File: config.mk
export PLATFORM = sky130hd
export DESIGN_NAME = lfu_cache_replacement
export DESIGN_NICKNAME = d
export VERILOG_FILES = /design/src/hdl/lfu_pkg.sv /design/src/hdl/lfu_cmp.sv /design/src/hdl/lfu_cache_replacement.sv
export VERILOG_INCLUDE_DIRS = /design/src /design/src/hdl
export SDC_FILE = /design/constraint.sdc
export NUM_CORES = 2
export LEC_CHECK = 0
export ABC_AREA = 1
export BUFFER_PORTS_ARGS = -buffer_cell sky130_fd_sc_hd__buf_2
export CAP_MARGIN = 10
export CORE_MARGIN = 4
export CORE_UTILIZATION = 65
export CTS_BUF_LIST = sky130_fd_sc_hd__clkbuf_4 sky130_fd_sc_hd__clkbuf_8
export DETAILED_ROUTE_END_ITERATION = 8
export PLACE_DENSITY = 0.79
export SLEW_MARGIN = 20
export SYNTH_ARGS = -nofsm -noshare
export SYNTH_HDL_FRONTEND = slang
export SYNTH_HIERARCHICAL = 1
export SYNTH_SLANG_ARGS = --single-unit
export TNS_END_PERCENT = 100
File: constraint.sdc
create_clock -name i_clk -period 10.3 [get_ports i_clk]
set_clock_uncertainty 0.1 [all_clocks]
set_input_delay 1.03 -clock i_clk [delete_from_list [all_inputs] [get_ports i_clk]]
set_output_delay 1.03 -clock i_clk [all_outputs]
set_load 0.02 [all_outputs]
File: src/hdl/assert_macros.svh
// assertion macros used by lfu_cache_replacement
// no dependencies; compiled out when SYNTHESIS is defined
`ifndef ASSERT_MACROS_SVH
`define ASSERT_MACROS_SVH

`ifndef SYNTHESIS

`define ASSERT_RST(lbl, clk, rst_n, prop) \
    lbl: assert property (@(posedge clk) disable iff (!rst_n) prop) \
        else $error("%m: check failed");

`define ASSERT_ALWAYS(lbl, clk, prop) \
    lbl: assert property (@(posedge clk) prop) \
        else $error("%m: check failed");

`else

`define ASSERT_RST(lbl, clk, rst_n, prop)

`define ASSERT_ALWAYS(lbl, clk, prop)

`endif

`endif

File: src/hdl/lfu_pkg.sv
// shared types and fixed field widths of the lfu block table
// no dependencies
`default_nettype none

package lfu_pkg;

    localparam int SIZE_BITS       = 16;
    localparam int STAMP_BITS      = 32;
    localparam int BYTES_BITS      = 32;
    localparam int PORT_KEY_BITS   = 32;
    localparam int PORT_COUNT_BITS = 16;
    localparam int PORT_SLOT_BITS  = 4;
    localparam logic [BYTES_BITS-1:0] CAPACITY_RESET = 32'd65536;

    typedef enum logic {
        FUNC_ACCESS = 1'b0,
        FUNC_REMOVE = 1'b1
    } t_func;

    typedef struct packed {
        logic key_match;
        logic better;
    } t_cmp_flags;

endpackage

`default_nettype wire

File: src/hdl/lfu_cmp.sv
// compare unit: key match and victim ranking of one table entry per cycle
// depends on lfu_pkg
`default_nettype none

module lfu_cmp import lfu_pkg::*; #(
    parameter int KS = 32,
    parameter int CB = 16
) (
    input  wire logic                  i_entry_valid,
    input  wire logic [KS-1:0]         i_entry_key,
    input  wire logic [CB-1:0]         i_entry_count,
    input  wire logic [STAMP_BITS-1:0] i_entry_stamp,
    input  wire logic [KS-1:0]         i_key,
    input  wire logic [STAMP_BITS-1:0] i_clock,
    input  wire logic                  i_best_found,
    input  wire logic [CB-1:0]         i_best_count,
    input  wire logic [STAMP_BITS-1:0] i_best_age,
    output logic      [STAMP_BITS-1:0] o_age,
    output t_cmp_flags                 o_flags
);

    assign o_age = i_clock - i_entry_stamp;

    always_comb begin
        o_flags.key_match = i_entry_valid && (i_entry_key == i_key);
        o_flags.better    = i_entry_valid &&
                            (!i_best_found ||
                             (i_entry_count < i_best_count) ||
                             ((i_entry_count == i_best_count) && (o_age > i_best_age)));
    end

endmodule

`default_nettype wire

File: src/hdl/lfu_cache_replacement.sv
// lfu block table with lru tiebreak and byte accounting, top level
// depends on lfu_pkg, lfu_cmp and assert_macros.svh
//
//   channel   signals                                   direction
//   in        i_in_valid / o_in_stall, func key size    into block
//   out       o_out_valid / i_out_stall, result fields  out of block
//   cfg       i_cfg_wr_en / i_cfg_wr_data               into block
//
// an item goes from transfer to result through the scan, check and commit states:
// in scan one entry of the table memory is read and ranked per cycle by the compare unit,
// then check does the budget check and commit does the table update, waiting on the output
// o_in_stall is high from the input transfer until the result is loaded
// a result waits in the output register while i_out_stall is high
// synchronous active-low reset clears valid bits, byte count and access clock
`default_nettype none
`include "assert_macros.svh"

module lfu_cache_replacement import lfu_pkg::*; #(
    parameter int ENTRIES    = 16,
    parameter int KEY_BITS   = 32,
    parameter int COUNT_BITS = 16
) (
    input  wire logic                       i_clk,
    input  wire logic                       i_rst_n,
    input  wire logic                       i_cfg_wr_en,
    input  wire logic [BYTES_BITS-1:0]      i_cfg_wr_data,
    input  wire logic                       i_in_valid,
    output logic                            o_in_stall,
    input  wire logic                       i_func,
    input  wire logic [PORT_KEY_BITS-1:0]   i_block_key,
    input  wire logic [SIZE_BITS-1:0]       i_block_size,
    output logic                            o_out_valid,
    input  wire logic                       i_out_stall,
    output logic                            o_hit,
    output logic [PORT_SLOT_BITS-1:0]       o_slot,
    output logic [PORT_COUNT_BITS-1:0]      o_use_count,
    output logic                            o_evicted,
    output logic [PORT_KEY_BITS-1:0]        o_evicted_key,
    output logic [SIZE_BITS-1:0]            o_evicted_size
);

    localparam int SW = (ENTRIES > 1) ? $clog2(ENTRIES) : 1;
    localparam int KS = (KEY_BITS < PORT_KEY_BITS) ? KEY_BITS : PORT_KEY_BITS;
    localparam int CB = COUNT_BITS;
    localparam logic [SW-1:0] LAST = SW'(ENTRIES - 1);

    typedef enum logic [1:0] {
        S_IDLE,
        S_SCAN,
        S_CHECK,
        S_COMMIT
    } t_state;

    t_state r_state;

    logic [KS-1:0]         mem_key   [ENTRIES];
    logic [SIZE_BITS-1:0]  mem_size  [ENTRIES];
    logic [CB-1:0]         mem_count [ENTRIES];
    logic [STAMP_BITS-1:0] mem_stamp [ENTRIES];

    logic [ENTRIES-1:0]    r_valid;
    logic [BYTES_BITS-1:0] r_cap;
    logic [BYTES_BITS-1:0] r_bytes;
    logic [STAMP_BITS-1:0] r_clock;

    t_func                 r_func;
    logic [KS-1:0]         r_key;
    logic [SIZE_BITS-1:0]  r_size;

    logic                  r_issue;
    logic [SW-1:0]         r_addr;
    logic                  r_ev_vld;
    logic [SW-1:0]         r_ev_idx;

    logic [KS-1:0]         r_rd_key;
    logic [SIZE_BITS-1:0]  r_rd_size;
    logic [CB-1:0]         r_rd_count;
    logic [STAMP_BITS-1:0] r_rd_stamp;

    logic                  r_found;
    logic [SW-1:0]         r_fnd_idx;
    logic [SIZE_BITS-1:0]  r_fnd_size;
    logic [CB-1:0]         r_fnd_count;

    logic                  r_vic_found;
    logic [SW-1:0]         r_vic_idx;
    logic [KS-1:0]         r_vic_key;
    logic [SIZE_BITS-1:0]  r_vic_size;
    logic [CB-1:0]         r_vic_count;
    logic [STAMP_BITS-1:0] r_vic_age;

    logic                  r_free_found;
    logic [SW-1:0]         r_free_idx;

    logic                  r_over;
    logic [BYTES_BITS-1:0] r_bytes_less;

    logic                       r_o_valid;
    logic                       r_o_hit;
    logic [PORT_SLOT_BITS-1:0]  r_o_slot;
    logic [PORT_COUNT_BITS-1:0] r_o_count;
    logic                       r_o_evicted;
    logic [PORT_KEY_BITS-1:0]   r_o_ev_key;
    logic [SIZE_BITS-1:0]       r_o_ev_size;

    logic [STAMP_BITS-1:0] cmp_age;
    t_cmp_flags            cmp_flags;
    logic                  in_xfer;
    logic                  load_ok;
    logic                  mem_re;
    logic                  mem_we;
    logic [SW-1:0]         w_idx;
    logic [CB-1:0]         w_count;
    logic [SIZE_BITS-1:0]  w_size;
    logic                  is_access_hit;
    logic                  is_remove_hit;
    logic                  do_evict;
    logic                  do_insert;
    logic [SW-1:0]         ins_idx;
    logic [CB-1:0]         n_count;
    logic [BYTES_BITS-1:0] n_bytes_ins;

    lfu_cmp #(
        .KS (KS),
        .CB (CB)
    ) u_cmp (
        .i_entry_valid (r_valid[r_ev_idx]),
        .i_entry_key   (r_rd_key),
        .i_entry_count (r_rd_count),
        .i_entry_stamp (r_rd_stamp),
        .i_key         (r_key),
        .i_clock       (r_clock),
        .i_best_found  (r_vic_found),
        .i_best_count  (r_vic_count),
        .i_best_age    (r_vic_age),
        .o_age         (cmp_age),
        .o_flags       (cmp_flags)
    );

    assign o_in_stall = (r_state != S_IDLE);
    assign in_xfer    = i_in_valid && !o_in_stall;
    assign load_ok    = !r_o_valid || !i_out_stall;
    assign mem_re     = (r_state == S_SCAN) && r_issue;

    always_comb begin
        is_access_hit = (r_func == FUNC_ACCESS) && r_found;
        is_remove_hit = (r_func == FUNC_REMOVE) && r_found;
        do_evict      = (r_func == FUNC_ACCESS) && !r_found &&
                        (r_over || !r_free_found) && r_vic_found;
        do_insert     = (r_func == FUNC_ACCESS) && !r_found && (do_evict || r_free_found);
        if (do_evict) begin
            ins_idx = (r_free_found && (r_free_idx < r_vic_idx)) ? r_free_idx : r_vic_idx;
        end else begin
            ins_idx = r_free_idx;
        end
        n_count     = (r_fnd_count == {CB{1'b1}}) ? r_fnd_count : r_fnd_count + CB'(1);
        n_bytes_ins = (do_evict ? r_bytes_less : r_bytes) + BYTES_BITS'(r_size);
        mem_we      = (r_state == S_COMMIT) && load_ok && (is_access_hit || do_insert);
        w_idx       = is_access_hit ? r_fnd_idx : ins_idx;
        w_count     = is_access_hit ? n_count : CB'(1);
        w_size      = is_access_hit ? r_fnd_size : r_size;
    end

    // table memory, one registered read port and one write port
    always_ff @(posedge i_clk) begin
        if (mem_we) begin
            mem_key[w_idx]   <= r_key;
            mem_size[w_idx]  <= w_size;
            mem_count[w_idx] <= w_count;
            mem_stamp[w_idx] <= r_clock;
        end
        if (mem_re) begin
            r_rd_key   <= mem_key[r_addr];
            r_rd_size  <= mem_size[r_addr];
            r_rd_count <= mem_count[r_addr];
            r_rd_stamp <= mem_stamp[r_addr];
        end
    end

    always_ff @(posedge i_clk) begin
        if (!i_rst_n) begin
            r_state   <= S_IDLE;
            r_valid   <= '0;
            r_cap     <= CAPACITY_RESET;
            r_bytes   <= '0;
            r_clock   <= '0;
            r_issue   <= 1'b0;
            r_ev_vld  <= 1'b0;
            r_o_valid <= 1'b0;
        end else begin
            if (i_cfg_wr_en) begin
                r_cap <= i_cfg_wr_data;
            end
            if (r_o_valid && !i_out_stall) begin
                r_o_valid <= 1'b0;
            end

            case (r_state)
                S_IDLE: begin
                    if (in_xfer) begin
                        r_func       <= t_func'(i_func);
                        r_key        <= KS'(i_block_key);
                        r_size       <= i_block_size;
                        r_addr       <= '0;
                        r_issue      <= 1'b1;
                        r_ev_vld     <= 1'b0;
                        r_found      <= 1'b0;
                        r_vic_found  <= 1'b0;
                        r_free_found <= 1'b0;
                        r_state      <= S_SCAN;
                    end
                end

                S_SCAN: begin
                    // issue side
                    r_ev_vld <= r_issue;
                    r_ev_idx <= r_addr;
                    if (r_issue) begin
                        if (r_addr == LAST) begin
                            r_issue <= 1'b0;
                        end else begin
                            r_addr <= r_addr + SW'(1);
                        end
                    end
                    // ranking side
                    if (r_ev_vld) begin
                        if (cmp_flags.key_match && !r_found) begin
                            r_found     <= 1'b1;
                            r_fnd_idx   <= r_ev_idx;
                            r_fnd_size  <= r_rd_size;
                            r_fnd_count <= r_rd_count;
                        end
                        if (cmp_flags.better) begin
                            r_vic_found <= 1'b1;
                            r_vic_idx   <= r_ev_idx;
                            r_vic_key   <= r_rd_key;
                            r_vic_size  <= r_rd_size;
                            r_vic_count <= r_rd_count;
                            r_vic_age   <= cmp_age;
                        end
                        if (!r_valid[r_ev_idx] && !r_free_found) begin
                            r_free_found <= 1'b1;
                            r_free_idx   <= r_ev_idx;
                        end
                        if (r_ev_idx == LAST) begin
                            r_ev_vld <= 1'b0;
                            r_state  <= S_CHECK;
                        end
                    end
                end

                S_CHECK: begin
                    r_over       <= ({1'b0, r_bytes} + (BYTES_BITS+1)'(r_size)) >
                                    {1'b0, r_cap};
                    r_bytes_less <= r_bytes - BYTES_BITS'(r_vic_size);
                    r_state      <= S_COMMIT;
                end

                S_COMMIT: begin
                    if (load_ok) begin
                        r_o_valid   <= 1'b1;
                        r_o_hit     <= r_found;
                        r_o_evicted <= do_evict;
                        r_o_ev_key  <= do_evict ? PORT_KEY_BITS'(r_vic_key) : '0;
                        r_o_ev_size <= do_evict ? r_vic_size : '0;
                        if (r_found) begin
                            r_o_slot <= PORT_SLOT_BITS'(r_fnd_idx);
                        end else if (do_insert) begin
                            r_o_slot <= PORT_SLOT_BITS'(ins_idx);
                        end else begin
                            r_o_slot <= '0;
                        end
                        if (is_remove_hit) begin
                            r_o_count <= PORT_COUNT_BITS'(r_fnd_count);
                        end else if (is_access_hit) begin
                            r_o_count <= PORT_COUNT_BITS'(n_count);
                        end else if (do_insert) begin
                            r_o_count <= PORT_COUNT_BITS'(1);
                        end else begin
                            r_o_count <= '0;
                        end

                        if (is_remove_hit) begin
                            r_valid[r_fnd_idx] <= 1'b0;
                            r_bytes            <= r_bytes - BYTES_BITS'(r_fnd_size);
                        end
                        if (is_access_hit) begin
                            r_clock <= r_clock + STAMP_BITS'(1);
                        end
                        if (do_evict) begin
                            r_valid[r_vic_idx] <= 1'b0;
                        end
                        if (do_insert) begin
                            r_valid[ins_idx] <= 1'b1;
                            r_bytes          <= n_bytes_ins;
                            r_clock          <= r_clock + STAMP_BITS'(1);
                        end
                        r_state <= S_IDLE;
                    end
                end

                default: begin
                    r_state <= S_IDLE;
                end
            endcase
        end
    end

    assign o_out_valid    = r_o_valid;
    assign o_hit          = r_o_hit;
    assign o_slot         = r_o_slot;
    assign o_use_count    = r_o_count;
    assign o_evicted      = r_o_evicted;
    assign o_evicted_key  = r_o_ev_key;
    assign o_evicted_size = r_o_ev_size;

    `ASSERT_RST(a_xfer_starts_scan, i_clk, i_rst_n, in_xfer |=> (r_state == S_SCAN))
    `ASSERT_RST(a_hit_never_evicts, i_clk, i_rst_n, (o_out_valid && o_hit) |-> !o_evicted)
    `ASSERT_RST(a_no_evict_zero_fields, i_clk, i_rst_n,
        (o_out_valid && !o_evicted) |-> ((o_evicted_key == '0) && (o_evicted_size == '0)))
    `ASSERT_RST(a_clock_moves_in_commit, i_clk, i_rst_n,
        (r_state != S_COMMIT) |=> $stable(r_clock))

endmodule

`default_nettype wire
==> flow_summary.ini <==
[sta]
max_freq_mhz = 174
min_period_ns = 5.73
timing.final.crit_share_pct = 55.7
slew_viol_final = 0
rsz0062_at_grt = no
hold_viol_final = 0
setup_tns_ns = 0
slew_headroom_pct = 22.7
setup_viol = 0
tightest_slew_ns = 1.15

[yosys]
synth_edf_count = 1935
avgSynthCellArea_sq_um = 12.0
ys_ff_latch = 2052
ys.flop_type = edfxtp_1
yosysTopAreaCell = edfxtp_1
syn_inst = 7348
synth.distinct_cells = 56
ys_seq_area_share_pct = 68.6
yosysWarnings = 6
async_reset_ff_share_pct = 0
syn_area_sq_um = 88100
syn_nets = 7625
synth_top_area_share_pct = 65.9
synth_area_leaders = edfxtp_1 (66%), nor2_1 (4.9%), nand2_1 (3.6%)

[power]
internal_power_uw = 14500
power_density_nw_per_um2 = 217
p_leak_uw = 0.0351
ir_drop_mv = 0.232
p_clk_share_pct = 31.8
p_seq_share_pct = 46.7
switching_share_pct = 31.1
p_sw_uw = 6540
pwr-share-comb_pct = 21.5

[global_route]
grt_antenna_before_repair = 10
grt_pass1_vias = 58900
grt_max_degree = 210
grt-ovfl-total = 0
grt_pass1_wl_um = 349000
track_usage_pct = 32.4

[placement]
placed_area_sq_um = 90800
io_buffers = 157
dpl.hpwl_um = 138000
gp_congestion = 0.975
dp_cells = 9005

[setup_path]
crit_type = flop to flop
start_kind = flop
endpoint_kind = flop
cp-startpoint = r_clock[22]$_SDFFE_PN0P_
timing.rr.start = r_clock[22]$_SDFFE_PN0P_
crit_arrival_ns = 6.22
cp_max_fo = 84
critPathRequiredTime_ns = 10.78

[clocking]
cts_resized = 0
clock-sinks = 2052
holdBufCountCts = 0
htree_num_levels = 5
cts_tree = done
root_buffer = clkbuf_8
cts_setup_buffers = 0
cts_buffers = 333
clk_latency_ns = 1.03
clk_path_buf_depth = 4
cts.clk_slew.worst_paths_ns = 0.06

[layout]
fin_area_sq_um = 97100
drive_gt1_share_pct = 10.6
nets = 7849
final_cells = 9592
seqCellArea_sq_um = 60400
finish.utilization_pct = 72.4
layout_common_cells = edfxtp_1 (1935), nor2_1 (1140), nand2_1 (848)
nFillCells = 8811
area_delta_synth_final_pct = 10.1
multi_input_area_sq_um = 24500
layout_commonest_cell = edfxtp_1

[outcome]
status = completed

[min_path]
hold_path.class = input pin to flop
hold_path.startpoint = i_block_key[20]

[routing]
drc_errors = 0
initialDrtViolationCount = 7923
dr.pass1.iters = 7
vias_per_cell = 6.35
postRouteAntennaNets = 0
vias = 60900
wl_per_cell_um = 24.2
routed_wl_um = 232000

[floorplanning]
core_area_sq_um = 134000
ios = 158
initial_utilization_pct = 65.7
fp.dieH_um = 376
rows = 134
die_area_sq_um = 142000
die_width_um = 376

[job]
maxCapViolations = 0
layout make-up:
class	instances	area share [%]
Clock inverter	131	0.746
Multi-Input combinational cell	4423	25.3
Tap cell	1768	2.28
Timing Repair Buffer	245	1.69
Inverter	517	2.02
Antenna cell	7	0.0180
Sequential cell	2052	62.3
Clock buffer	449	5.68
critical path, cell delays in order (launching register included):
cell	delay (ns)
dfxtp_1	0.89
ha_1	0.44
a21oi_1	0.29
o21ai_0	0.16
a21oi_1	0.26
nor2_1	0.07
nor2_1	0.13
nand2_1	0.07
nand2_1	0.05
nand2_1	0.07
ha_1	0.30
nand2_1	0.09
nor2_1	0.16
nor3b_1	0.34
nand2_1	0.09
nand2_1	0.06
nand2_1	0.18
a21oi_1	0.18
inv_1	0.10
nor2_4	0.61
buf_12	0.45
worst paths after layout:
path                             endpoint  slack (ns)  cells past startpoint
setup / recovery  r_vic_age[20]$_DFFE_PP_        4.57                     20
hold / removal        r_key[20]$_DFFE_PP_        0.08                      1
setup reg to reg  r_vic_age[20]$_DFFE_PP_        4.57                     20
hold reg to reg   r_fnd_size[6]$_DFFE_PP_        0.35                      0
layer usage:
layer | GRT usage, % | share of wire (%) | up-vias
met5 | 0 | 0.0095 | -
met1 | 45.9 | 38 | 29300
met2 | 49.8 | 45 | 3768
met3 | 6.72 | 12 | 606
li1 | - | - | 27200
met4 | 13.5 | 4.2 | 4
state kept, by name, indices dropped and copies added (netlist names), 32 cells and up:
register       count
r_rd_stamp        32
mem_stamp        512
o_evicted_key     32
mem_key          512
r_cap             32
mem_size         256
r_rd_key          32
r_bytes_less      32
r_bytes           32
r_clock           32
r_key             32
mem_count        256
r_vic_age         32
r_vic_key         32
synthesized netlist by cell type, types with 17 or more instances:
library cell and instances:
o21a_1 17, nand2_1 849, nand3_1 334, buf_2 32, inv_1 506, o21ai_0 603
ha_1 186, a21oi_1 277, nor2_1 1161, buf_1 23, mux2i_1 159, clkbuf_1 300
nor3_1 57, o32ai_1 225, xor2_1 87, dfxtp_1 117, edfxtp_1 1935, o221ai_1 160
o211ai_1 49, xnor2_1 29, nand4_1 48
metrics by stage:
step	worst slack, ns	hold slack, ns	power (uW)
2_1_floorplan	2.60	0.321	12900
3_3_place_gp	4.66	0.328	14200
3_5_place_dp	4.56	0.332	14400
4_1_cts	4.57	0.00125	21000
5_1_grt	4.13	0.0230	21900
6_report	4.57	0.0816	21000
power by group through the flow:
stage          Combinational [uW]  Clock, uW  Sequential [uW]
6_report                     4520       6690             9810
3_5_place_dp                 4400          0             9980
3_3_place_gp                 4270          0             9970
5_1_grt                      4910       7160             9830
4_1_cts                      4430       6750             9810
2_1_floorplan                3030          0             9880
logic make-up after synthesis:
logic type,after synthesis,synth area share (%)
buf+inv,873,3.77
xor+xnor,116,1.15
flops,2052,68.6
fa+ha+maj,191,2.75
simple gates,2532,11.8
compound gates,1425,10.2
mux,159,1.81
Power figures use the tool's default switching activity.
